**src/rtl/xmt_pkg.sv**
```systemverilog
package xmt_pkg;

   // Event codes carried in the event_kind field of a result.
   typedef enum logic [3:0] {
      EV_CONTENT_BYTE = 4'd0,
      EV_CONTENT_END  = 4'd1,
      EV_TAG_BYTE     = 4'd2,
      EV_TAG_END      = 4'd3,
      EV_ATTR_BYTE    = 4'd4,
      EV_ATTR_END     = 4'd5,
      EV_VALUE_BYTE   = 4'd6,
      EV_VALUE_END    = 4'd7,
      EV_TAG_DONE     = 4'd8
   } event_kind_type;

   // One result event, without its end-of-run mark.
   typedef struct packed {
      logic           closing;
      logic [7:0]     data;
      event_kind_type kind;
   } event_type;

   // One queue entry holds all events that one input byte causes.
   typedef struct packed {
      logic      two_events;
      event_type ev1;
      event_type ev0;
   } queue_entry_type;

   // Status of the event queue as seen by both sides.
   typedef struct packed {
      logic full;
      logic empty;
   } queue_status_type;

   localparam int QUEUE_DEPTH = 4;
   localparam int QUEUE_AW    = $clog2(QUEUE_DEPTH);

   localparam logic [7:0] CH_LT    = 8'h3C;
   localparam logic [7:0] CH_GT    = 8'h3E;
   localparam logic [7:0] CH_SLASH = 8'h2F;
   localparam logic [7:0] CH_EQ    = 8'h3D;
   localparam logic [7:0] CH_QUOTE = 8'h22;

endpackage

```
**src/rtl/xmt_front.sv**
```systemverilog
module xmt_front
   import xmt_pkg::*;
(
   input  logic             clock,
   input  logic             reset,
   input  logic             in_valid,
   input  logic [7:0]       in_byte,
   output logic             in_ready,
   input  queue_status_type q_status,
   output logic             push,
   output queue_entry_type  push_entry
);

   // Parser states, one-hot.
   typedef enum logic [7:0] {
      ST_CONTENT    = 8'b0000_0001,
      ST_BEGIN      = 8'b0000_0010,
      ST_TAG_NAME   = 8'b0000_0100,
      ST_ATTR_WS    = 8'b0000_1000,
      ST_ATTR_NAME  = 8'b0001_0000,
      ST_WAIT_EQ    = 8'b0010_0000,
      ST_WAIT_QUOTE = 8'b0100_0000,
      ST_VALUE      = 8'b1000_0000
   } parse_state_type;

   parse_state_type state_ff, state_in;
   logic            closing_ff, closing_in;
   logic            seen_ff, seen_in;
   logic [1:0]      count;
   logic            accept;

   function automatic logic is_name_char(input logic [7:0] b);
      return (b >= 8'h41 && b <= 8'h5A) || (b >= 8'h61 && b <= 8'h7A) ||
             b == 8'h2E || b == 8'h2D || b == 8'h5F || b == 8'h3A;
   endfunction

   function automatic logic is_space(input logic [7:0] b);
      return b == 8'h20 || (b >= 8'h09 && b <= 8'h0D);
   endfunction

   function automatic logic [7:0] to_lower(input logic [7:0] b);
      return (b >= 8'h41 && b <= 8'h5A) ? b + 8'd32 : b;
   endfunction

   assign in_ready = !q_status.full;
   assign accept   = in_valid && in_ready;

   // Run the byte through the parser; a byte that ends a name is examined
   // again in the next state, so up to four passes happen combinationally.
   always_comb begin
      parse_state_type st;
      logic            cl;
      logic            seen;
      logic            again;
      logic            emit;
      event_type       ev;
      st         = state_ff;
      cl         = closing_ff;
      seen       = seen_ff;
      again      = 1'b1;
      count      = 2'd0;
      push_entry = '0;
      for (int p = 0; p < 4; p++) begin
         emit = 1'b0;
         ev   = '0;
         if (again) begin
            again = 1'b0;
            unique case (st)
               ST_BEGIN: begin
                  st = ST_TAG_NAME;
                  if (in_byte == CH_SLASH) begin
                     cl = 1'b1;
                  end else begin
                     cl    = 1'b0;
                     again = 1'b1;
                  end
               end
               ST_TAG_NAME: begin
                  emit = 1'b1;
                  if (is_name_char(in_byte)) begin
                     ev.kind = EV_TAG_BYTE;
                     ev.data = to_lower(in_byte);
                  end else begin
                     ev.kind    = EV_TAG_END;
                     ev.closing = cl;
                     st         = ST_ATTR_WS;
                     again      = 1'b1;
                  end
               end
               ST_ATTR_WS: begin
                  if (in_byte == CH_GT) begin
                     emit       = 1'b1;
                     ev.kind    = EV_TAG_DONE;
                     ev.closing = cl;
                     st         = ST_CONTENT;
                     seen       = 1'b0;
                  end else if (in_byte == CH_SLASH) begin
                     emit       = 1'b1;
                     ev.kind    = EV_TAG_DONE;
                     ev.closing = cl;
                     cl         = 1'b1;
                  end else if (is_name_char(in_byte)) begin
                     st    = ST_ATTR_NAME;
                     again = 1'b1;
                  end
               end
               ST_ATTR_NAME: begin
                  emit = 1'b1;
                  if (is_name_char(in_byte)) begin
                     ev.kind = EV_ATTR_BYTE;
                     ev.data = to_lower(in_byte);
                  end else begin
                     ev.kind = EV_ATTR_END;
                     st      = ST_WAIT_EQ;
                     again   = 1'b1;
                  end
               end
               ST_WAIT_EQ: begin
                  if (in_byte == CH_EQ) begin
                     st = ST_WAIT_QUOTE;
                  end else if (!is_space(in_byte)) begin
                     st    = ST_ATTR_WS;
                     again = 1'b1;
                  end
               end
               ST_WAIT_QUOTE: begin
                  if (in_byte == CH_QUOTE) begin
                     st = ST_VALUE;
                  end else if (!is_space(in_byte)) begin
                     st    = ST_ATTR_WS;
                     again = 1'b1;
                  end
               end
               ST_VALUE: begin
                  emit = 1'b1;
                  if (in_byte == CH_QUOTE) begin
                     ev.kind = EV_VALUE_END;
                     st      = ST_ATTR_WS;
                  end else begin
                     ev.kind = EV_VALUE_BYTE;
                     ev.data = in_byte;
                  end
               end
               default: begin
                  // Content, and any code outside the state set.
                  if (in_byte == CH_LT) begin
                     if (seen) begin
                        emit    = 1'b1;
                        ev.kind = EV_CONTENT_END;
                     end
                     seen = 1'b0;
                     st   = ST_BEGIN;
                  end else begin
                     emit    = 1'b1;
                     ev.kind = EV_CONTENT_BYTE;
                     ev.data = in_byte;
                     seen    = 1'b1;
                     st      = ST_CONTENT;
                  end
               end
            endcase
         end
         // Keep at most two events per byte.
         if (emit) begin
            if (count == 2'd0) begin
               push_entry.ev0 = ev;
               count          = 2'd1;
            end else if (count == 2'd1) begin
               push_entry.ev1 = ev;
               count          = 2'd2;
            end
         end
      end
      push_entry.two_events = (count == 2'd2);
      state_in   = st;
      closing_in = cl;
      seen_in    = seen;
   end

   assign push = accept && (count != 2'd0);

   // Parser state advances on every input transfer.
   always_ff @(posedge clock) begin
      if (reset) begin
         state_ff   <= ST_CONTENT;
         closing_ff <= 1'b0;
         seen_ff    <= 1'b0;
      end else if (accept) begin
         state_ff   <= state_in;
         closing_ff <= closing_in;
         seen_ff    <= seen_in;
      end
   end

endmodule

```
**src/rtl/xmt_queue.sv**
```systemverilog
module xmt_queue
   import xmt_pkg::*;
(
   input  logic             clock,
   input  logic             reset,
   input  logic             push,
   input  queue_entry_type  push_entry,
   input  logic             pop,
   output queue_entry_type  head,
   output queue_status_type status
);

   queue_entry_type         entry_ff [QUEUE_DEPTH];
   logic [QUEUE_AW-1:0]     wr_ptr_ff, rd_ptr_ff;
   logic [QUEUE_AW:0]       count_ff, count_in;

   assign head         = entry_ff[rd_ptr_ff];
   assign status.full  = (count_ff == (QUEUE_AW+1)'(QUEUE_DEPTH));
   assign status.empty = (count_ff == '0);

   always_comb begin
      count_in = count_ff;
      if (push && !pop) begin
         count_in = count_ff + 1'b1;
      end else if (pop && !push) begin
         count_in = count_ff - 1'b1;
      end
   end

   // Pointers and fill count.
   always_ff @(posedge clock) begin
      if (reset) begin
         wr_ptr_ff <= '0;
         rd_ptr_ff <= '0;
         count_ff  <= '0;
      end else begin
         if (push) begin
            wr_ptr_ff <= wr_ptr_ff + 1'b1;
         end
         if (pop) begin
            rd_ptr_ff <= rd_ptr_ff + 1'b1;
         end
         count_ff <= count_in;
      end
   end

   // Entry storage.
   always_ff @(posedge clock) begin
      if (push) begin
         entry_ff[wr_ptr_ff] <= push_entry;
      end
   end

endmodule

```
**src/rtl/xmt_back.sv**
```systemverilog
module xmt_back
   import xmt_pkg::*;
(
   input  logic             clock,
   input  logic             reset,
   input  queue_entry_type  head,
   input  queue_status_type q_status,
   output logic             pop,
   output logic             phase,
   output logic             out_valid,
   input  logic             out_ready,
   output event_type        out_event,
   output logic             out_last
);

   logic      phase_ff, phase_in;
   logic      valid_ff, valid_in;
   event_type event_ff;
   logic      last_ff;
   logic      load;
   logic      sel_last;
   event_type sel_event;

   // Take the next event when the output register is free or drains now.
   assign load      = !q_status.empty && (!valid_ff || out_ready);
   assign sel_event = phase_ff ? head.ev1 : head.ev0;
   assign sel_last  = phase_ff || !head.two_events;
   assign pop       = load && sel_last;
   assign phase_in  = load ? !sel_last : phase_ff;
   assign valid_in  = load || (valid_ff && !out_ready);

   always_ff @(posedge clock) begin
      if (reset) begin
         phase_ff <= 1'b0;
         valid_ff <= 1'b0;
      end else begin
         phase_ff <= phase_in;
         valid_ff <= valid_in;
      end
   end

   // Output payload register.
   always_ff @(posedge clock) begin
      if (load) begin
         event_ff <= sel_event;
         last_ff  <= sel_last;
      end
   end

   assign phase     = phase_ff;
   assign out_valid = valid_ff;
   assign out_event = event_ff;
   assign out_last  = last_ff;

endmodule

```
**src/rtl/xml_markup_tokenizer_top.sv**
```systemverilog
// Streaming XML tokenizer: one markup byte in, zero to two typed events out.
// Input channel req_: one byte per transfer in req_tdata.
// Result channel rsp_: one event per transfer; rsp_tlast marks the final
// event caused by one input byte. Bytes that cause no event give no transfer.
// The front parser classifies each byte in the cycle it arrives and writes
// its events as one entry into a four-entry queue; the back end drains the
// queue one event per cycle, while rsp_ is not stalled, into a registered output.
// The events of a byte pass through a queue entry and then the output register.
// Throughput: one byte per cycle while bytes cause at most one event and
// rsp_ does not stall; the output port moves one event per cycle, so a byte
// with two events needs an output transfer for each; the queue takes up the difference.
// A stall on rsp_ holds the output register; the queue fills and then
// req_tready falls until an entry is drained.
// Reset (synchronous, active high) returns the parser to content state,
// clears the closing and content flags and empties the queue.
module xml_markup_tokenizer_top
   import xmt_pkg::*;
(
   input  logic        clock,
   input  logic        reset,
   input  logic        req_tvalid,
   output logic        req_tready,
   input  logic [7:0]  req_tdata,   // [7:0] in_byte
   output logic        rsp_tvalid,
   input  logic        rsp_tready,
   output logic [15:0] rsp_tdata,   // [3:0] event_kind, [11:4] event_byte, [12] closing
   output logic        rsp_tlast    // last_of_run
);

   queue_status_type q_status;
   queue_entry_type  push_entry;
   queue_entry_type  head;
   event_type        out_event;
   logic             push;
   logic             pop;
   logic             phase;

   xmt_front u_front (
      .clock      (clock),
      .reset      (reset),
      .in_valid   (req_tvalid),
      .in_byte    (req_tdata),
      .in_ready   (req_tready),
      .q_status   (q_status),
      .push       (push),
      .push_entry (push_entry)
   );

   xmt_queue u_queue (
      .clock      (clock),
      .reset      (reset),
      .push       (push),
      .push_entry (push_entry),
      .pop        (pop),
      .head       (head),
      .status     (q_status)
   );

   xmt_back u_back (
      .clock     (clock),
      .reset     (reset),
      .head      (head),
      .q_status  (q_status),
      .pop       (pop),
      .phase     (phase),
      .out_valid (rsp_tvalid),
      .out_ready (rsp_tready),
      .out_event (out_event),
      .out_last  (rsp_tlast)
   );

   assign rsp_tdata = {3'b000, out_event};

   // The front never writes into a full queue.
   a_no_push_full : assert property (@(posedge clock) disable iff (reset)
      push |-> !q_status.full)
      else $error("queue written while full");

   // The back never drains an empty queue.
   a_no_pop_empty : assert property (@(posedge clock) disable iff (reset)
      pop |-> !q_status.empty)
      else $error("queue read while empty");

   // The second event of an entry is pending only for a two-event entry.
   a_phase_two : assert property (@(posedge clock) disable iff (reset)
      phase |-> (!q_status.empty && head.two_events))
      else $error("second event pending without a two-event entry");

   // After the first event of a pair is taken, its second follows with no gap in rsp_tvalid.
   a_second_follows : assert property (@(posedge clock) disable iff (reset)
      (rsp_tvalid && rsp_tready && !rsp_tlast) |=> rsp_tvalid)
      else $error("first event of a pair not followed by the second");

endmodule

```
**config.mk**
```make
export PLATFORM = sky130hd
export DESIGN_NAME = xml_markup_tokenizer_top
export DESIGN_NICKNAME = d
export VERILOG_FILES = /design/src/rtl/xmt_pkg.sv /design/src/rtl/xmt_front.sv /design/src/rtl/xmt_queue.sv /design/src/rtl/xmt_back.sv /design/src/rtl/xml_markup_tokenizer_top.sv
export SDC_FILE = /design/constraint.sdc
export NUM_CORES = 1
export LEC_CHECK = 0
export ABC_AREA = 1
export BUFFER_PORTS_ARGS = -buffer_cell sky130_fd_sc_hd__buf_2
export CAP_MARGIN = 10
export CORE_MARGIN = 5
export CORE_UTILIZATION = 40
export DETAILED_ROUTE_END_ITERATION = 10
export MAX_ROUTING_LAYER = met4
export PLACE_DENSITY_LB_ADDON = 0.25
export SKIP_LAST_GASP = 1
export SLEW_MARGIN = 20
export SYNTH_ARGS = -nofsm -noshare
export SYNTH_HDL_FRONTEND = slang
export SYNTH_SLANG_ARGS = --single-unit
export TNS_END_PERCENT = 30
```
**constraint.sdc**
```tcl
create_clock -name clock -period 6 [get_ports clock]
set_input_delay 0.3 -clock clock [delete_from_list [all_inputs] [get_ports clock]]
set_output_delay 0.3 -clock clock [all_outputs]
set_load 0.005 [all_outputs]
```
Word-level counts from Yosys, hierarchy flattened

Memory sizes are Yosys's and may differ from the RTL's. A register that Yosys moved wholly into a read port is not among the register bits.
Index checks and enable logic that the tools add are counted.

Memories kept: 1
Register bits after elaboration: 33
Word-level logic and storage cells: 295
Memory bits (writable): 108
Output and inout bits: 19
Input port bits: 12

$add $sub $neg: 5
Reduce and logical (&&, ||, !) cells: 53
Eq/ne operators: 43
Mux-type cells: 175
$lt $le $gt $ge: 6

Memories:

| name             | words | bits a word | rd ports | clocked after memory_dff | wr ports | line            | text |
|---|---|---|---|---|---|---|---|
| u_queue.entry_ff | 4     | 27          | 1        | 1                        | 1        | xmt_queue.sv:13 | `queue_entry_type entry_ff [QUEUE_DEPTH];` |

Operators with widths:

| kind                 | count |
|---|---|
| $mux W8              | 43 |
| $pmux W8 S7          | 4 |
| $mux W13             | 14 |
| $eq A8 B6 Y1 const B | 13 |
| $pmux W8 S3          | 4 |
| $pmux W4 S5          | 4 |
| $mux W26             | 3 |
| $mux W1              | 64 |
| $eq A8 B7 Y1 const B | 5 |
| $eq A8 B2 Y1 const B | 4 |
| $eq A8 B3 Y1 const B | 4 |
| $eq A8 B4 Y1 const B | 4 |
| $eq A8 B5 Y1 const B | 4 |
| $eq A8 B8 Y1 const B | 4 |
| $mux W2              | 12 |
| $mux W4              | 6 |
| $pmux W1 S2          | 12 |
| $reduce_or A3 Y1     | 8 |
| $reduce_or A6 Y1     | 4 |
| $ge A8 B7 Y1 const B | 2 |
| $le A8 B7 Y1 const B | 2 |
| $reduce_or A4 Y1     | 4 |
| $pmux W1 S5          | 3 |
| $pmux W1 S3          | 4 |
| 18 further kinds     | 51 |

Longest topological paths before layout

Gate-level depths: netlist of run 1.

Depth in word-level cells: 32
Gate-level depth with buffers: 31

Hierarchy

A second synthesis of run 1 with hierarchy kept.

Cell total of the unflattened synthesis: 828
Area, all modules: 7566.0 um^2

Modules (own cells, without submodules):

| module                   | area each (um^2) | times used | cells each |
|---|---|---|---|
| xmt_queue                | 4498.1           | 1          | 319 |
| xmt_front                | 2352.3           | 1          | 434 |
| xmt_back                 | 689.4            | 1          | 71 |
| xml_markup_tokenizer_top | 26.3             | 1          | 4 |

Worst setup path before layout of run 1

Ideal clock, no wire load.

Kind: input -> register
From: input port req_tdata[5]
To: memory u_queue.entry_ff[0][0] (netlist name) (enable)
Data arrival time: 3651 ps
Stages on the path: 21
Required time: 5589 ps
Buffers on the path: 2
Path slack: 1938 ps
Setup time: 411 ps
Cell sequence: buf_4 inv_1 ha_1 nand3_1 nand2_2 nand2_4 nand3_2 buf_6 nand2_2 nand2_2 nor2_1 inv_1 nor2_1 nand3_1 nand2_1 inv_1 ha_1 a21oi_2 nand3_2 nand2_1 nor2_1

Longest elaborated chain between the ends: 30
Elaborated cells on any way between the ends: 147
Those cells by class: order compare (6); eq/ne (34); mux (83); reduce/logical (24)

Ends and longest elaborated chain:

| what                                                | line                           | text |
|---|---|---|
| from (decl)                                         | xml_markup_tokenizer_top.sv:23 | `input logic [7:0] req_tdata,` |
| $ge A8 B7 Y1 / $le A8 B7 Y1 (equally long branches) | xmt_front.sv:33                | `return (b >= 8'h41 && b <= 8'h5A) \|\| (b >= 8'h61 && b <= 8'h7A) \|\|` |
| $logic_and A1 B1 Y1                                 | xmt_front.sv:33                |  |
| $logic_or A1 B1 Y1 (2 in series)                    | xmt_front.sv:33                |  |
| $logic_or A1 B1 Y1 (3 in series)                    | xmt_front.sv:34                | `b == 8'h2E \|\| b == 8'h2D \|\| b == 8'h5F \|\| b == 8'h3A;` |
| $mux W8                                             | xmt_front.sv:102               | `end else if (is_name_char(in_byte)) begin` |
| $mux W8                                             | xmt_front.sv:97                | `end else if (in_byte == CH_SLASH) begin` |
| $mux W8                                             | xmt_front.sv:91                | `if (in_byte == CH_GT) begin` |
| $pmux W8 S7                                         | xmt_front.sv:68                | `unique case (st)` |
| (+11 left out)                                      | -                              |  |
| $reduce_or A3 Y1 (no line)                          | -                              |  |
| $pmux W1 S3                                         | xmt_front.sv:68                |  |
| $mux W1                                             | xmt_front.sv:66                | `if (again) begin` |
| $mux W2 *                                           | xmt_front.sv:164               | `if (emit) begin` |
| $reduce_bool A2 Y1 *                                | xmt_front.sv:180               | `assign push = accept && (count != 2'd0);` |
| $logic_and A1 B1 Y1 *                               | xmt_front.sv:180               |  |
| $mux W1 *                                           | xmt_queue.sv:49                | `if (push) begin` |
| $mux W1 (not written as such) *                     | xmt_queue.sv:50                | `entry_ff[wr_ptr_ff] <= push_entry;` |
| to (decl)                                           | xmt_queue.sv:13                |  |

Mark *: on every way between the ends. The rest lies on a longest branch, timed or not.

Worst setup path after layout of run 1

From: register u_front.state_ff[3]
To: register u_queue.count_ff[2]

Longest elaborated chain between the ends: 24
Elaborated cells on any way between the ends: 122
Those cells by class: eq/ne (31); mux (68); reduce/logical (23)

Ends and longest elaborated chain:

| what                         | line                           | text |
|---|---|---|
| from (decl)                  | xmt_front.sv:26                | `parse_state_type state_ff, state_in;` |
| from (signal assigned)       | xmt_front.sv:189               | `state_ff <= state_in;` |
| $mux W8                      | xmt_front.sv:102               |  |
| $mux W8                      | xmt_front.sv:97                |  |
| $mux W8                      | xmt_front.sv:91                |  |
| $pmux W8 S7                  | xmt_front.sv:68                |  |
| $mux W8                      | xmt_front.sv:102               |  |
| $mux W8                      | xmt_front.sv:97                |  |
| $mux W8                      | xmt_front.sv:91                |  |
| $pmux W8 S7                  | xmt_front.sv:68                |  |
| (+9 left out)                | -                              |  |
| $mux W1                      | xmt_front.sv:66                |  |
| $mux W2 *                    | xmt_front.sv:164               |  |
| $reduce_bool A2 Y1 *         | xmt_front.sv:180               |  |
| $logic_and A1 B1 Y1 *        | xmt_front.sv:180               |  |
| net push                     | xml_markup_tokenizer_top.sv:34 | `logic push;` |
| $logic_not A1 Y1             | xmt_queue.sv:25                | `end else if (pop && !push) begin` |
| $logic_and A1 B1 Y1          | xmt_queue.sv:25                |  |
| $reduce_bool A2 Y1 (no line) | -                              |  |
| to (signal assigned)         | xmt_queue.sv:43                | `count_ff <= count_in;` |
| to (decl)                    | xmt_queue.sv:15                | `logic [QUEUE_AW:0] count_ff, count_in;` |

The timed path passes the listed nets; every way through them passes the cells marked *.
A chain may end at the register's enable or synchronous reset.

==> results of run 1 <==
==> cells by family after synthesis <==
| kind of cell | count (synthesis) | share of synthesized area, % |
|---|---|---|
| and+or+nand+nor | 347 | 21.4 |
| AOI/OAI and AO/OA | 177 | 13.7 |
| DFF | 143 | 55.7 |
| buffers and inverters | 120 | 6.69 |
| adders and majority gates | 11 | 1.98 |
| muxes | 2 | 0.273 |
| other | 1 | 0.0512 |
| xor gates and xnor gates | 1 | 0.120 |
==> synth_stat cells, types with 4 or more instances <==
cell type	count
sky130_fd_sc_hd__nand3_2	5
sky130_fd_sc_hd__a21oi_1	30
sky130_fd_sc_hd__o211ai_1	4
sky130_fd_sc_hd__edfxtp_1	122
sky130_fd_sc_hd__a31oi_1	19
sky130_fd_sc_hd__nand2_1	96
sky130_fd_sc_hd__dfxtp_1	21
sky130_fd_sc_hd__clkbuf_1	18
sky130_fd_sc_hd__ha_1	10
sky130_fd_sc_hd__o21ai_0	92
sky130_fd_sc_hd__buf_4	6
sky130_fd_sc_hd__nand4_1	9
sky130_fd_sc_hd__nand3_1	32
sky130_fd_sc_hd__inv_2	11
sky130_fd_sc_hd__o22ai_1	15
sky130_fd_sc_hd__nand2_2	13
sky130_fd_sc_hd__nor2_2	8
sky130_fd_sc_hd__nor3_1	7
sky130_fd_sc_hd__inv_1	76
sky130_fd_sc_hd__nor2_1	165
sky130_fd_sc_hd__buf_1	4
==> stage by stage <==
stage	area [µm²]	total power, mW	utilization (%)
after floorplan	7370	1.93	-
after global placement	7700	2.19	42.7
after detailed placement	7700	2.21	42.7
after CTS	8310	3.28	46.1
after global routing	8310	3.45	46.1
final	8310	3.25	46.1
==> layer usage <==
metal / global-route usage [%] / vias up / wire length, µm
li1: - / 2809 / -
met5: - / - / 0
met3: 3.61 / 17 / 750
met4: 4.62 / 0 / 191
met1: 22.6 / 2723 / 8240
met2: 27.7 / 149 / 8540
==> worst max-delay path, stage by stage (launching register included) <==
cell and delay, ns:
sky130_fd_sc_hd__dfxtp_1 0.40, sky130_fd_sc_hd__nor2_1 0.09, sky130_fd_sc_hd__nand2_2 0.10, sky130_fd_sc_hd__nor2_1 0.10, sky130_fd_sc_hd__nor2_1 0.17, sky130_fd_sc_hd__nand2_1 0.10
sky130_fd_sc_hd__nor2_1 0.20, sky130_fd_sc_hd__nand2_2 0.11, sky130_fd_sc_hd__nor2_2 0.17, sky130_fd_sc_hd__inv_4 0.08, sky130_fd_sc_hd__nor2_8 0.17, sky130_fd_sc_hd__inv_2 0.10
sky130_fd_sc_hd__o21ai_0 0.36, sky130_fd_sc_hd__inv_1 0.19, sky130_fd_sc_hd__ha_1 0.39, sky130_fd_sc_hd__a21oi_2 0.06, sky130_fd_sc_hd__nand3_2 0.10, sky130_fd_sc_hd__nand2_1 0.16
sky130_fd_sc_hd__inv_1 0.11, sky130_fd_sc_hd__ha_1 0.14, sky130_fd_sc_hd__inv_1 0.07, sky130_fd_sc_hd__fa_1 0.44, sky130_fd_sc_hd__a21oi_1 0.14, sky130_fd_sc_hd__o21ai_0 0.10
sky130_fd_sc_hd__o21ai_0 0.16, sky130_fd_sc_hd__a21oi_1 0.06
==> report_power, final <==
part	total (mW)	internal (mW)	switching, mW
registers	1.39	1.30	0.0889
logic	0.785	0.254	0.531
clock network	1.08	0.627	0.449
total	3.25	2.18	1.07
==> worst max path at each step <==
stage,from,to,slack (ns),depth (start not counted)
after floorplan,req_tdata[5],u_queue.entry_ff[0][0]$_DFFE_PP_,1.94,21
after global placement,req_tdata[1],u_queue.count_ff[2]$_SDFFE_PP0P_,1.56,29
after detailed placement,req_tdata[5],u_queue.count_ff[2]$_SDFFE_PP0P_,1.54,27
after CTS,u_front.state_ff[3]$_SDFFE_PP0P_,u_queue.count_ff[2]$_SDFFE_PP0P_,1.67,25
after global routing,u_front.state_ff[3]$_SDFFE_PP0P_,u_queue.count_ff[2]$_SDFFE_PP0P_,1.11,25
final,u_front.state_ff[3]$_SDFFE_PP0P_,u_queue.count_ff[2]$_SDFFE_PP0P_,1.61,25
==> final cells by class <==
class / instances / area (µm²)
clock inverter: 15 / 181
multi-input combinational: 549 / 2800
inverter: 90 / 340
fill: 1753 / 9720
clock buffer: 17 / 425
sequential: 143 / 4090
tap: 229 / 287
timing repair buffer: 34 / 188
==> sequential cells by signal (all words and copies together), names as in the netlist, named ones only <==
name                flops
u_front.state_ff        8
u_queue.rd_ptr_ff       2
u_front.seen_ff         1
u_back.out_last         1
u_queue.count_ff        3
u_front.closing_ff      1
u_back.phase            1
u_queue.wr_ptr_ff       2
u_back.out_event       13
u_queue.entry_ff      108
u_back.out_valid        1
==> results_tabular.tex, run 1 <==
\begin{tabular}{lr}
\hline
Metric & Value \\
\hline
\multicolumn{2}{l}{\textbf{Setup path}} \\
Critical path capture point type & flop \\
Worst r2r dst & u\_queue.count\_ff[2]\$\_SDFFE\_PP0P\_ \\
Max Fanout on Critical Path & 10 \\
Startpoint of the lowest-slack register-to-register path & u\_front.state\_ff[3]\$\_SDFFE\_PP0P\_ \\
Data arrival time of the critical path & 4.69 ns \\
Worst R2R Setup Slack & 1.61 ns \\
Kind of critical path & flop to flop \\
Required time of the critical path & 6.31 ns \\
Worst setup SP type & flop \\
Depth of the worst register-to-register path & 25 \\
\multicolumn{2}{l}{\textbf{GRT}} \\
Remaining global-route overflow & 0 \\
Aggregate global-route resource usage & 17.3\% \\
Number of global-route vias before repair & 5400 \\
First-pass GRT wire length & 28700 µm \\
Initial antenna violation count & 0 \\
Largest net degree at the start of global routing & 56 \\
\multicolumn{2}{l}{\textbf{Yosys}} \\
Gate count after technology mapping & 802 \\
Synthesized flop and latch total & 143 \\
Most used DFF post-synth & sky130\_fd\_sc\_hd\_\_edfxtp\_1 \\
YS warnings & 0 \\
Syn Std Cell Area & 7330 µm² \\
Number of flops mapped to enable cells by yosys & 122 \\
Number of different library cells in the post-synthesis netlist & 48 \\
Portion of the post-synthesis area used by sequential elements & 55.7\% \\
Dominant cells by area after synthesis & sky130\_fd\_sc\_hd\_\_edfxtp\_1 50\%, sky130\_fd\_sc\_hd\_\_nor2\_1 8.4\%, sky130\_fd\_sc\_hd\_\_o21ai\_0 6.3\% \\
Asr flop ratio synth & 0\% \\
Post-synth top area cell & sky130\_fd\_sc\_hd\_\_edfxtp\_1 \\
Post-Syn Area per Cell & 9.14 µm² \\
Area share of the largest cell type after synthesis & 50.0\% \\
\multicolumn{2}{l}{\textbf{Floorplanning}} \\
Core area & 18000 µm² \\
Effective utilization at floorplan & 40.7\% \\
Row cnt & 49 \\
DIE WIDTH & 145 µm \\
Number of top-level design ports & 31 \\
Area of the die & 21100 µm² \\
Height of the chip & 145 µm \\
\multicolumn{2}{l}{\textbf{Clocking}} \\
Hold bufs inserted after CTS & 0 \\
Number of buffers added for setup after CTS & 0 \\
Deepest level of the CTS H-tree & 4 \\
Clock tree from TritonCTS & built \\
Num CTS Buffers & 17 \\
Clock sink count & 143 \\
Source-to-sink clock delay at the later pin of the worst-skew pair & 0.42 ns \\
Number of gates resized after cts & 0 \\
Register clock-pin slew on the reported worst setup and hold paths & 0.07 ns \\
Buffer levels on the longest clock path & 2 \\
CTS root buf & sky130\_fd\_sc\_hd\_\_clkbuf\_16 \\
\multicolumn{2}{l}{\textbf{Timing}} \\
Pins over their slew limit & 0 \\
Rel. slew slack & 30.0\% \\
Final critical-path required period & 4.39 ns \\
Portion of the clock cycle consumed by the worst path in the final layout & 73.1\% \\
Slew at the pin closest to its max-slew limit & 1.05 ns \\
Final setup TNS & 0 ns \\
Worst setup skew after layout & 0.0100 ns \\
Total setup violations reported at the end of the flow & 0 \\
Unrepaired setup endpoints after global routing & no \\
Final setup slack of the worst path & 1.61 ns \\
Final hold violation count & 0 \\
Final hold slack & 0.152 ns \\
Highest clock frequency the design can meet & 228 MHz \\
\multicolumn{2}{l}{\textbf{Finish}} \\
Most common library cell in the layout ignoring fill and taps & sky130\_fd\_sc\_hd\_\_nor2\_1 \\
Most used cells in the layout excluding fill and tap cells & 161 x sky130\_fd\_sc\_hd\_\_nor2\_1, 122 x sky130\_fd\_sc\_hd\_\_edfxtp\_1, 96 x sky130\_fd\_sc\_hd\_\_nand2\_1 \\
Share of layout cells above drive strength 1 & 14.9\% \\
Post-layout net count & 858 \\
Area Growth Syn to Fin & 13.4\% \\
Post-route non-filler standard cell count & 1077 \\
Final antenna diode count & 0 \\
\multicolumn{2}{l}{\textbf{Detailed routing}} \\
Post-detailed-routing wire length & 17700 µm \\
Via-to-Cell Ratio & 5.29 \\
Wire length per cell & 16.5 µm \\
Via total after detailed routing & 5698 \\
Number of DRC markers after the initial detailed-route iteration & 355 \\
DRC viols & 0 \\
Routed Antenna Nets & 0 \\
Pre-Repair DR Iteration Count & 5 \\
\multicolumn{2}{l}{\textbf{Min path}} \\
Worst Hold Launch & reset \\
Class of the most critical hold timing path & primary input to flop \\
Cell depth of the worst hold path & 2 \\
WHS Endpoint & u\_front.state\_ff[5]\$\_SDFFE\_PP0P\_ \\
\multicolumn{2}{l}{\textbf{Place}} \\
Worst slack at placement & 1.54 ns \\
IO Port Bufs & 27 \\
Gp weighted congestion & 0.959 \\
DP Wirelength & 11700 µm \\
Number of instances in the placed design & 1045 \\
\multicolumn{2}{l}{\textbf{Power and ir drop}} \\
P\_leak & 3.34 nW \\
Worst VDD drop & 0.239 mV \\
Power density cells & 391 nW/µm² \\
\multicolumn{2}{l}{\textbf{Run status}} \\
Status & completed \\
\multicolumn{2}{l}{\textbf{Job}} \\
Max-cap viol count & 0 \\
\hline
\end{tabular}
Note: power is estimated with default switching activity, not from simulation.
==> run 2, diff against run 1 <==
==> constraint.sdc (replaced) <==
create_clock -name clock -period 4.23 [get_ports clock]
set_input_delay 0.2115 -clock clock [delete_from_list [all_inputs] [get_ports clock]]
set_output_delay 0.2115 -clock clock [all_outputs]
set_load 0.005 [all_outputs]
==> run 2 against run 1 <==
Against the previous run:
- worst hold slack worse by 0.083 ns
- maximum frequency is 15% higher
- critical path depth rose by 2
- sequential share of layout area down 1.7 points
- clock power rose by 47%
- clock skew fell by 0.00056 ns
- highest routed layer unchanged
==> results_tabular.tex, run 2 (synthesized netlist as in run 1, its figures left out) <==
\begin{tabular}{lr}
\hline
Metric & Value \\
\hline
\multicolumn{2}{l}{\textbf{Run status}} \\
Status & completed (unchanged) \\
\multicolumn{2}{l}{\textbf{Detailed routing}} \\
Via total after detailed routing & 5781 (was 5698) \\
Wire length per cell & 16.2 µm (was 16.5 µm) \\
Number of DRC markers after the initial detailed-route iteration & 549 (was 355) \\
Via-to-Cell Ratio & 5.24 (was 5.29) \\
Routed Antenna Nets & 0 (unchanged) \\
Pre-Repair DR Iteration Count & 7 (was 5) \\
DRC viols & 0 (unchanged) \\
Post-detailed-routing wire length & 17800 µm (was 17700 µm) \\
\multicolumn{2}{l}{\textbf{Timing}} \\
Pins over their slew limit & 0 (unchanged) \\
Final critical-path required period & 3.80 ns (was 4.39 ns) \\
Final hold violation count & 0 (unchanged) \\
Worst setup skew after layout & 0.00944 ns (was 0.0100 ns) \\
Highest clock frequency the design can meet & 263 MHz (was 228 MHz) \\
Final setup slack of the worst path & 0.429 ns (was 1.61 ns) \\
Final hold slack & 0.0692 ns (was 0.152 ns) \\
Total setup violations reported at the end of the flow & 0 (unchanged) \\
Portion of the clock cycle consumed by the worst path in the final layout & 89.9\% (was 73.1\%) \\
Final setup TNS & 0 ns (unchanged) \\
Rel. slew slack & 61.6\% (was 30.0\%) \\
Slew at the pin closest to its max-slew limit & 0.570 ns (was 1.05 ns) \\
\multicolumn{2}{l}{\textbf{Floorplanning}} \\
Number of top-level design ports & 31 (unchanged) \\
Row cnt & 49 (unchanged) \\
Effective utilization at floorplan & 40.7\% (unchanged) \\
DIE WIDTH & 145 µm (unchanged) \\
Height of the chip & 145 µm (unchanged) \\
Area of the die & 21100 µm² (unchanged) \\
Core area & 18000 µm² (unchanged) \\
\multicolumn{2}{l}{\textbf{Job}} \\
Max-cap viol count & 0 (unchanged) \\
\multicolumn{2}{l}{\textbf{GRT}} \\
Largest net degree at the start of global routing & 37 (was 56) \\
Number of global-route vias before repair & 5512 (was 5400) \\
Initial antenna violation count & 0 (unchanged) \\
First-pass GRT wire length & 28800 µm (was 28700 µm) \\
Aggregate global-route resource usage & 17.3\% (about the same) \\
Remaining global-route overflow & 0 (unchanged) \\
\multicolumn{2}{l}{\textbf{Setup path}} \\
Kind of critical path & flop to flop (unchanged) \\
Required time of the critical path & 4.53 ns (was 6.31 ns) \\
Max Fanout on Critical Path & 7 (was 10) \\
Data arrival time of the critical path & 4.10 ns (was 4.69 ns) \\
Worst setup SP type & flop (unchanged) \\
Critical path capture point type & flop (unchanged) \\
\multicolumn{2}{l}{\textbf{Finish}} \\
Most used cells in the layout excluding fill and tap cells & 157 x sky130\_fd\_sc\_hd\_\_nor2\_1, 122 x sky130\_fd\_sc\_hd\_\_edfxtp\_1, 96 x sky130\_fd\_sc\_hd\_\_nand2\_1 (was 161 x sky130\_fd\_sc\_hd\_\_nor2\_1, 122 x sky130\_fd\_sc\_hd\_\_edfxtp\_1, 96 x sky130\_fd\_sc\_hd\_\_nand2\_1) \\
Finished layout cell area & 8600 µm² (was 8310 µm²) \\
Share of layout cells above drive strength 1 & 18.1\% (was 14.9\%) \\
Post-layout net count & 884 (was 858) \\
Final antenna diode count & 0 (unchanged) \\
Register Area & 4090 µm² (unchanged) \\
Area Growth Syn to Fin & 17.4\% (was 13.4\%) \\
Most common library cell in the layout ignoring fill and taps & sky130\_fd\_sc\_hd\_\_nor2\_1 (unchanged) \\
Register with the most flip-flops & u\_queue.entry\_ff (unchanged) \\
Number of fillers in the final layout & 1706 (was 1753) \\
Number of flip-flops in the largest register & 108 (unchanged) \\
Area taken by multi-input logic gates & 2830 µm² (was 2800 µm²) \\
\multicolumn{2}{l}{\textbf{Clocking}} \\
Hold bufs inserted after CTS & 0 (unchanged) \\
Buffer levels on the longest clock path & 2 (unchanged) \\
Clock tree from TritonCTS & built (unchanged) \\
Deepest level of the CTS H-tree & 4 (unchanged) \\
Num CTS Buffers & 17 (unchanged) \\
CTS root buf & sky130\_fd\_sc\_hd\_\_clkbuf\_16 (unchanged) \\
Source-to-sink clock delay at the later pin of the worst-skew pair & 0.42 ns (about the same) \\
Clock sink count & 143 (unchanged) \\
Register clock-pin slew on the reported worst setup and hold paths & 0.07 ns (about the same) \\
\multicolumn{2}{l}{\textbf{Min path}} \\
Class of the most critical hold timing path & primary input to flop (unchanged) \\
\multicolumn{2}{l}{\textbf{Place}} \\
DP Wirelength & 12100 µm (was 11700 µm) \\
Worst slack at placement & 0.149 ns (was 1.54 ns) \\
IO Port Bufs & 27 (unchanged) \\
Dpl cell area & 7920 µm² (was 7700 µm²) \\
Gp weighted congestion & 0.974 (was 0.959) \\
\multicolumn{2}{l}{\textbf{Power and ir drop}} \\
Worst VDD drop & 0.373 mV (was 0.239 mV) \\
Power density cells & 548 nW/µm² (was 391 nW/µm²) \\
P\_leak & 3.50 nW (was 3.34 nW) \\
Total power of the final layout & 4.72 mW (was 3.25 mW) \\
\hline
\end{tabular}
## run 2: cell types whose count changed in the layout (fill, tap and decap cells not counted), sizes merged
| cell | change |
|---|---|
| bufinv | +1 |
| clkinvlp | -3 |
| buf | +26 |
| inv | +2 |
## run 2: worst max-delay path, stage by stage, from the launching register on
cell	delay, ns
sky130_fd_sc_hd__dfxtp_1	0.41
sky130_fd_sc_hd__nor2_2	0.07
sky130_fd_sc_hd__nand2_2	0.12
sky130_fd_sc_hd__inv_1	0.07
sky130_fd_sc_hd__nand4_1	0.11
sky130_fd_sc_hd__inv_2	0.08
sky130_fd_sc_hd__nor2_1	0.22
sky130_fd_sc_hd__nand2_2	0.13
sky130_fd_sc_hd__nor2_4	0.13
sky130_fd_sc_hd__inv_4	0.07
sky130_fd_sc_hd__nor2_8	0.15
sky130_fd_sc_hd__nor3_4	0.08
sky130_fd_sc_hd__inv_1	0.09
sky130_fd_sc_hd__nand3_1	0.07
sky130_fd_sc_hd__nand2_1	0.14
sky130_fd_sc_hd__inv_1	0.08
sky130_fd_sc_hd__ha_1	0.32
sky130_fd_sc_hd__a21oi_2	0.06
sky130_fd_sc_hd__nand3_2	0.10
sky130_fd_sc_hd__nand2_1	0.08
sky130_fd_sc_hd__inv_1	0.07
sky130_fd_sc_hd__ha_1	0.13
sky130_fd_sc_hd__inv_1	0.07
sky130_fd_sc_hd__fa_1	0.43
sky130_fd_sc_hd__a21oi_1	0.14
sky130_fd_sc_hd__o21ai_0	0.12
sky130_fd_sc_hd__o21ai_1	0.13
sky130_fd_sc_hd__a21oi_1	0.05
## run 2: routing by layer
| metal | GRT usage, % | vias up | routed length (µm) |
|---|---|---|---|
| met2 | 27.5 | 181 | 8470 |
| met4 | 5.97 | 0 | 430 |
| li1 | - | 2856 | - |
| met5 | - | - | 0 |
| met1 | 22.1 | 2701 | 7820 |
| met3 | 3.80 | 43 | 1110 |
## run 2: layout make-up
type | count | share of cell area, %
Clock inverter | 15 | 2.36
Sequential cell | 143 | 47.5
Clock buffer | 17 | 4.95
Multi-Input combinational cell | 549 | 32.9
Timing Repair Buffer | 60 | 5.03
Inverter | 90 | 3.96
Tap cell | 229 | 3.33
## run 2: path summary, 6_finish.rpt
| check | start | end | slack, ns | cells after the start |
|---|---|---|---|---|
| setup / recovery | u_front.state_ff[3]$_SDFFE_PP0P_ | u_queue.count_ff[2]$_SDFFE_PP0P_ | 0.43 | 27 |
| hold / removal | reset | u_front.state_ff[5]$_SDFFE_PP0P_ | 0.07 | 2 |
| setup reg to reg | u_front.state_ff[3]$_SDFFE_PP0P_ | u_queue.count_ff[2]$_SDFFE_PP0P_ | 0.43 | 27 |
| hold reg to reg | u_queue.rd_ptr_ff[1]$_SDFFE_PP0P_ | u_queue.rd_ptr_ff[1]$_SDFFE_PP0P_ | 0.47 | 2 |
## run 2: power by group
group	internal, mW	switching, mW
Clock	0.952	0.636
Combinational	0.404	0.792
Sequential	1.84	0.0919
## run 2: stage by stage
stage                     utilization, %  cells
after floorplan                        -    812
after global placement              43.9   1067
after detailed placement            43.9   1067
after CTS                           47.4   1099
after global routing                47.7   1103
final                               47.7   1103
## run 2: timing repair
action | 4_1_cts | 5_1_grt
setup endpoints to repair | 0 | 2
gates resized for setup | 0 | 11
buffers inserted | 0 | 4
==> run 3, diff against run 2 <==
--- a/config.mk
+++ b/config.mk
@@ -5,7 +5,6 @@
 export SDC_FILE = /design/constraint.sdc
 export NUM_CORES = 1
 export LEC_CHECK = 0
-export ABC_AREA = 1
 export BUFFER_PORTS_ARGS = -buffer_cell sky130_fd_sc_hd__buf_2
 export CAP_MARGIN = 10
 export CORE_MARGIN = 5
==> run 3 against run 2 <==
Against the previous run:
- register-to-register slack worse by 0.12 ns
- power is 9.3% lower
- sequential cell count is the same
- largest cell class unchanged
- largest power group unchanged
- highest routed layer unchanged
==> results_tabular.tex, run 3 <==
\begin{tabular}{lr}
\hline
Metric & Value \\
\hline
\multicolumn{2}{l}{\textbf{Run status}} \\
Status & completed (unchanged) \\
\multicolumn{2}{l}{\textbf{Power and ir drop}} \\
Worst VDD drop & 0.275 mV (was 0.373 mV) \\
Switching power as a share of total power & 26.1\% (was 32.2\%) \\
Combinational cell fraction of total power & 22.6\% (was 25.4\%) \\
Total power of the final layout & 4.28 mW (was 4.72 mW) \\
Sequential power share & 44.1\% (was 41.0\%) \\
Power density cells & 490 nW/µm² (was 548 nW/µm²) \\
P\_leak & 3.15 nW (was 3.50 nW) \\
Sw power & 1.12 mW (was 1.52 mW) \\
Fraction of power consumed by the clock network & 33.3\% (was 33.7\%) \\
Internal Pwr Total & 3.16 mW (was 3.20 mW) \\
\multicolumn{2}{l}{\textbf{Timing}} \\
Rel. slew slack & 41.7\% (was 61.6\%) \\
Pins over their slew limit & 0 (unchanged) \\
Worst setup skew after layout & 0.00596 ns (was 0.00944 ns) \\
Total setup violations reported at the end of the flow & 0 (unchanged) \\
Highest clock frequency the design can meet & 255 MHz (was 263 MHz) \\
Slew at the pin closest to its max-slew limit & 0.874 ns (was 0.570 ns) \\
Final hold violation count & 0 (unchanged) \\
Unrepaired setup endpoints after global routing & no \\
Portion of the clock cycle consumed by the worst path in the final layout & 92.8\% (was 89.9\%) \\
Final critical-path required period & 3.92 ns (was 3.80 ns) \\
Final setup slack of the worst path & 0.306 ns (was 0.429 ns) \\
\multicolumn{2}{l}{\textbf{Yosys}} \\
Most used DFF post-synth & sky130\_fd\_sc\_hd\_\_edfxtp\_1 (unchanged) \\
Gate count after technology mapping & 561 (was 802) \\
Synthesized flop and latch total & 143 (unchanged) \\
YS warnings & 0 (unchanged) \\
Top cells by count, synth & 122 x sky130\_fd\_sc\_hd\_\_edfxtp\_1, 42 x sky130\_fd\_sc\_hd\_\_nand2\_1, 41 x sky130\_fd\_sc\_hd\_\_nor2\_1 (was 165 x sky130\_fd\_sc\_hd\_\_nor2\_1, 122 x sky130\_fd\_sc\_hd\_\_edfxtp\_1, 96 x sky130\_fd\_sc\_hd\_\_nand2\_1) \\
Dominant cells by area after synthesis & sky130\_fd\_sc\_hd\_\_edfxtp\_1 51\%, sky130\_fd\_sc\_hd\_\_mux4\_2 8.5\%, sky130\_fd\_sc\_hd\_\_dfxtp\_1 5.8\% (was sky130\_fd\_sc\_hd\_\_edfxtp\_1 50\%, sky130\_fd\_sc\_hd\_\_nor2\_1 8.4\%, sky130\_fd\_sc\_hd\_\_o21ai\_0 6.3\%) \\
Number of flops mapped to enable cells by yosys & 122 (unchanged) \\
Area share of the largest cell type after synthesis & 50.9\% (was 50.0\%) \\
Post-Syn Area per Cell & 12.8 µm² (was 9.14 µm²) \\
Syn Std Cell Area & 7200 µm² (was 7330 µm²) \\
Library cell with the highest instance count after synthesis & sky130\_fd\_sc\_hd\_\_edfxtp\_1 (was sky130\_fd\_sc\_hd\_\_nor2\_1) \\
Number of different library cells in the post-synthesis netlist & 75 (was 48) \\
Post-synth top area cell & sky130\_fd\_sc\_hd\_\_edfxtp\_1 (unchanged) \\
Portion of the post-synthesis area used by sequential elements & 56.8\% (was 55.7\%) \\
Asr flop ratio synth & 0\% (unchanged) \\
\multicolumn{2}{l}{\textbf{Floorplanning}} \\
Area of the die & 20800 µm² (was 21100 µm²) \\
Number of top-level design ports & 31 (unchanged) \\
Effective utilization at floorplan & 40.3\% (was 40.7\%) \\
Height of the chip & 144 µm (was 145 µm) \\
DIE WIDTH & 144 µm (was 145 µm) \\
Core area & 17800 µm² (was 18000 µm²) \\
Row cnt & 49 (unchanged) \\
\multicolumn{2}{l}{\textbf{GRT}} \\
Largest net degree at the start of global routing & 28 (was 37) \\
First-pass GRT wire length & 28800 µm (about the same) \\
Initial antenna violation count & 0 (unchanged) \\
Aggregate global-route resource usage & 19.1\% (was 17.3\%) \\
Remaining global-route overflow & 0 (unchanged) \\
Number of global-route vias before repair & 5134 (was 5512) \\
\multicolumn{2}{l}{\textbf{Finish}} \\
Post-layout net count & 677 (was 884) \\
Post-route non-filler standard cell count & 896 (was 1103) \\
Register with the most flip-flops & u\_queue.entry\_ff (unchanged) \\
Most common library cell in the layout ignoring fill and taps & sky130\_fd\_sc\_hd\_\_edfxtp\_1 (was sky130\_fd\_sc\_hd\_\_nor2\_1) \\
Number of flip-flops in the largest register & 108 (unchanged) \\
Final antenna diode count & 0 (unchanged) \\
Finished layout cell area & 8720 µm² (was 8600 µm²) \\
Most used cells in the layout excluding fill and tap cells & 122 x sky130\_fd\_sc\_hd\_\_edfxtp\_1, 66 x sky130\_fd\_sc\_hd\_\_buf\_4, 42 x sky130\_fd\_sc\_hd\_\_nand2\_1 (was 157 x sky130\_fd\_sc\_hd\_\_nor2\_1, 122 x sky130\_fd\_sc\_hd\_\_edfxtp\_1, 96 x sky130\_fd\_sc\_hd\_\_nand2\_1) \\
Share of layout cells above drive strength 1 & 29.8\% (was 18.1\%) \\
Final design utilization & 48.9\% (was 47.7\%) \\
Area Growth Syn to Fin & 21.2\% (was 17.4\%) \\
\multicolumn{2}{l}{\textbf{Detailed routing}} \\
Pre-Repair DR Iteration Count & 5 (was 7) \\
Routed Antenna Nets & 0 (unchanged) \\
Via total after detailed routing & 5086 (was 5781) \\
Post-detailed-routing wire length & 18400 µm (was 17800 µm) \\
Number of DRC markers after the initial detailed-route iteration & 426 (was 549) \\
DRC viols & 0 (unchanged) \\
Via-to-Cell Ratio & 5.68 (was 5.24) \\
Wire length per cell & 20.5 µm (was 16.2 µm) \\
\multicolumn{2}{l}{\textbf{Clocking}} \\
Register clock-pin slew on the reported worst setup and hold paths & 0.06 ns (was 0.07 ns) \\
Buffer levels on the longest clock path & 2 (unchanged) \\
Clock tree from TritonCTS & built (unchanged) \\
Number of buffers added for setup after CTS & 0 (unchanged) \\
CTS root buf & sky130\_fd\_sc\_hd\_\_clkbuf\_16 (unchanged) \\
Number of gates resized after cts & 0 (unchanged) \\
Num CTS Buffers & 17 (unchanged) \\
Deepest level of the CTS H-tree & 4 (unchanged) \\
Source-to-sink clock delay at the later pin of the worst-skew pair & 0.41 ns (was 0.42 ns) \\
Hold bufs inserted after CTS & 0 (unchanged) \\
Clock sink count & 143 (unchanged) \\
\multicolumn{2}{l}{\textbf{Setup path}} \\
Kind of critical path & flop to flop (unchanged) \\
Delay of the slowest cell on the worst path & 0.43 ns (about the same) \\
Worst r2r dst & u\_queue.count\_ff[2]\$\_SDFFE\_PP0P\_ (unchanged) \\
Worst setup SP type & flop (unchanged) \\
Critical path capture point type & flop (unchanged) \\
Depth of the worst register-to-register path & 15 (was 27) \\
Worst path cell trace & nor3\_1 > and4\_1 > a22oi\_2 > buf\_12 > o211ai\_1 > a21boi\_0 > o211ai\_2 > a31o\_4 > a21oi\_4 > ha\_4 > inv\_2 > fa\_2 > xor2\_1 > or3\_1 > a21oi\_1 \\
Required time of the critical path & 4.57 ns (was 4.53 ns) \\
Startpoint of the lowest-slack register-to-register path & u\_front.state\_ff[4]\$\_SDFFE\_PP0P\_ (was u\_front.state\_ff[3]\$\_SDFFE\_PP0P\_) \\
Slowest stage cell, crit path & sky130\_fd\_sc\_hd\_\_o211ai\_1 (was sky130\_fd\_sc\_hd\_\_fa\_1) \\
Worst setup path endpoint & u\_queue.count\_ff[2]\$\_SDFFE\_PP0P\_ (unchanged) \\
Worst setup path start & u\_front.state\_ff[4]\$\_SDFFE\_PP0P\_ (was u\_front.state\_ff[3]\$\_SDFFE\_PP0P\_) \\
Data arrival time of the critical path & 4.26 ns (was 4.10 ns) \\
Worst R2R Setup Slack & 0.31 ns (was 0.43 ns) \\
Max Fanout on Critical Path & 9 (was 7) \\
\multicolumn{2}{l}{\textbf{Place}} \\
Gp weighted congestion & 0.958 (was 0.974) \\
DP Wirelength & 13400 µm (was 12100 µm) \\
Dpl cell area & 8150 µm² (was 7920 µm²) \\
Worst slack at placement & -0.0562 ns (was 0.149 ns) \\
IO Port Bufs & 27 (unchanged) \\
Number of instances in the placed design & 864 (was 1067) \\
\multicolumn{2}{l}{\textbf{Job}} \\
Max-cap viol count & 0 (unchanged) \\
\multicolumn{2}{l}{\textbf{Min path}} \\
Cell depth of the worst hold path & 4 (was 2) \\
Class of the most critical hold timing path & primary input to flop (unchanged) \\
\hline
\end{tabular}
-- run 3: power by group through the flow --
| stage | Clock, mW | Sequential, mW | Combinational (mW) |
|---|---|---|---|
| floorplan | 0 | 1.88 | 0.698 |
| global placement | 0 | 1.91 | 0.981 |
| detailed placement | 0 | 1.92 | 0.984 |
| CTS | 1.46 | 1.89 | 0.990 |
| global route | 1.52 | 1.91 | 1.06 |
| finish | 1.42 | 1.89 | 0.966 |
-- run 3: final cells by class --
type / count / area, µm²
multi-input cells: 383 / 2990
well taps: 229 / 287
clock buffers: 19 / 433
inverters: 10 / 37.5
flip-flops and latches: 143 / 4090
repair buffers: 99 / 751
clock inverters: 13 / 139
fillers: 1571 / 9120
-- run 3: worst min path at each step --
stage	start	endpoint	slack [ns]
after floorplan	rsp_tready	u_back.out_valid$_SDFF_PP0_	0.39
after global placement	u_back.out_valid$_SDFF_PP0_	u_back.out_valid$_SDFF_PP0_	0.46
after detailed placement	u_back.out_valid$_SDFF_PP0_	u_back.out_valid$_SDFF_PP0_	0.47
after CTS	rsp_tready	u_back.out_valid$_SDFF_PP0_	0.06
after global routing	rsp_tready	u_back.out_valid$_SDFF_PP0_	0.11
final	rsp_tready	u_back.out_valid$_SDFF_PP0_	0.09
-- run 3: worst max-delay path: cells and delay by family, from the launching register on --
family	cells	cell delay, ns
compound gates	7	1.63
xor+xnor	1	0.15
fa+ha+maj	2	0.48
buf+inv	2	0.19
flops	1	0.41
simple gates	3	0.97
-- run 3: logic make-up after synthesis --
| kind of cell | count (synthesis) | share of synthesized area [%] |
|---|---|---|
| AO/OA/AOI/OAI | 109 | 10.5 |
| XOR/XNOR | 8 | 0.974 |
| adder cells (fa/ha/maj) | 11 | 2.02 |
| buffers and inverters | 45 | 2.73 |
| flip-flops | 143 | 56.8 |
| multiplexers | 48 | 11.8 |
| other | 1 | 0.0521 |
| AND/OR/NAND/NOR | 196 | 15.1 |
-- run 3: per-layer routing --
metal	up-vias	track usage (%)	share of wire [%]
li1	2361	-	-
met1	2521	23.8	43
met2	161	30.8	50
met3	43	3.37	4.3
met4	0	8.13	3.1
met5	-	-	0
-- run 3: metrics by stage --
stage	setup TNS, ns	hold WS [ns]
after global routing	0	0.110
final	0	0.0863
after CTS	0	0.0586
after detailed placement	-0.0562	0.473
after global placement	-0.0196	0.462
after floorplan	-2.04	0.390
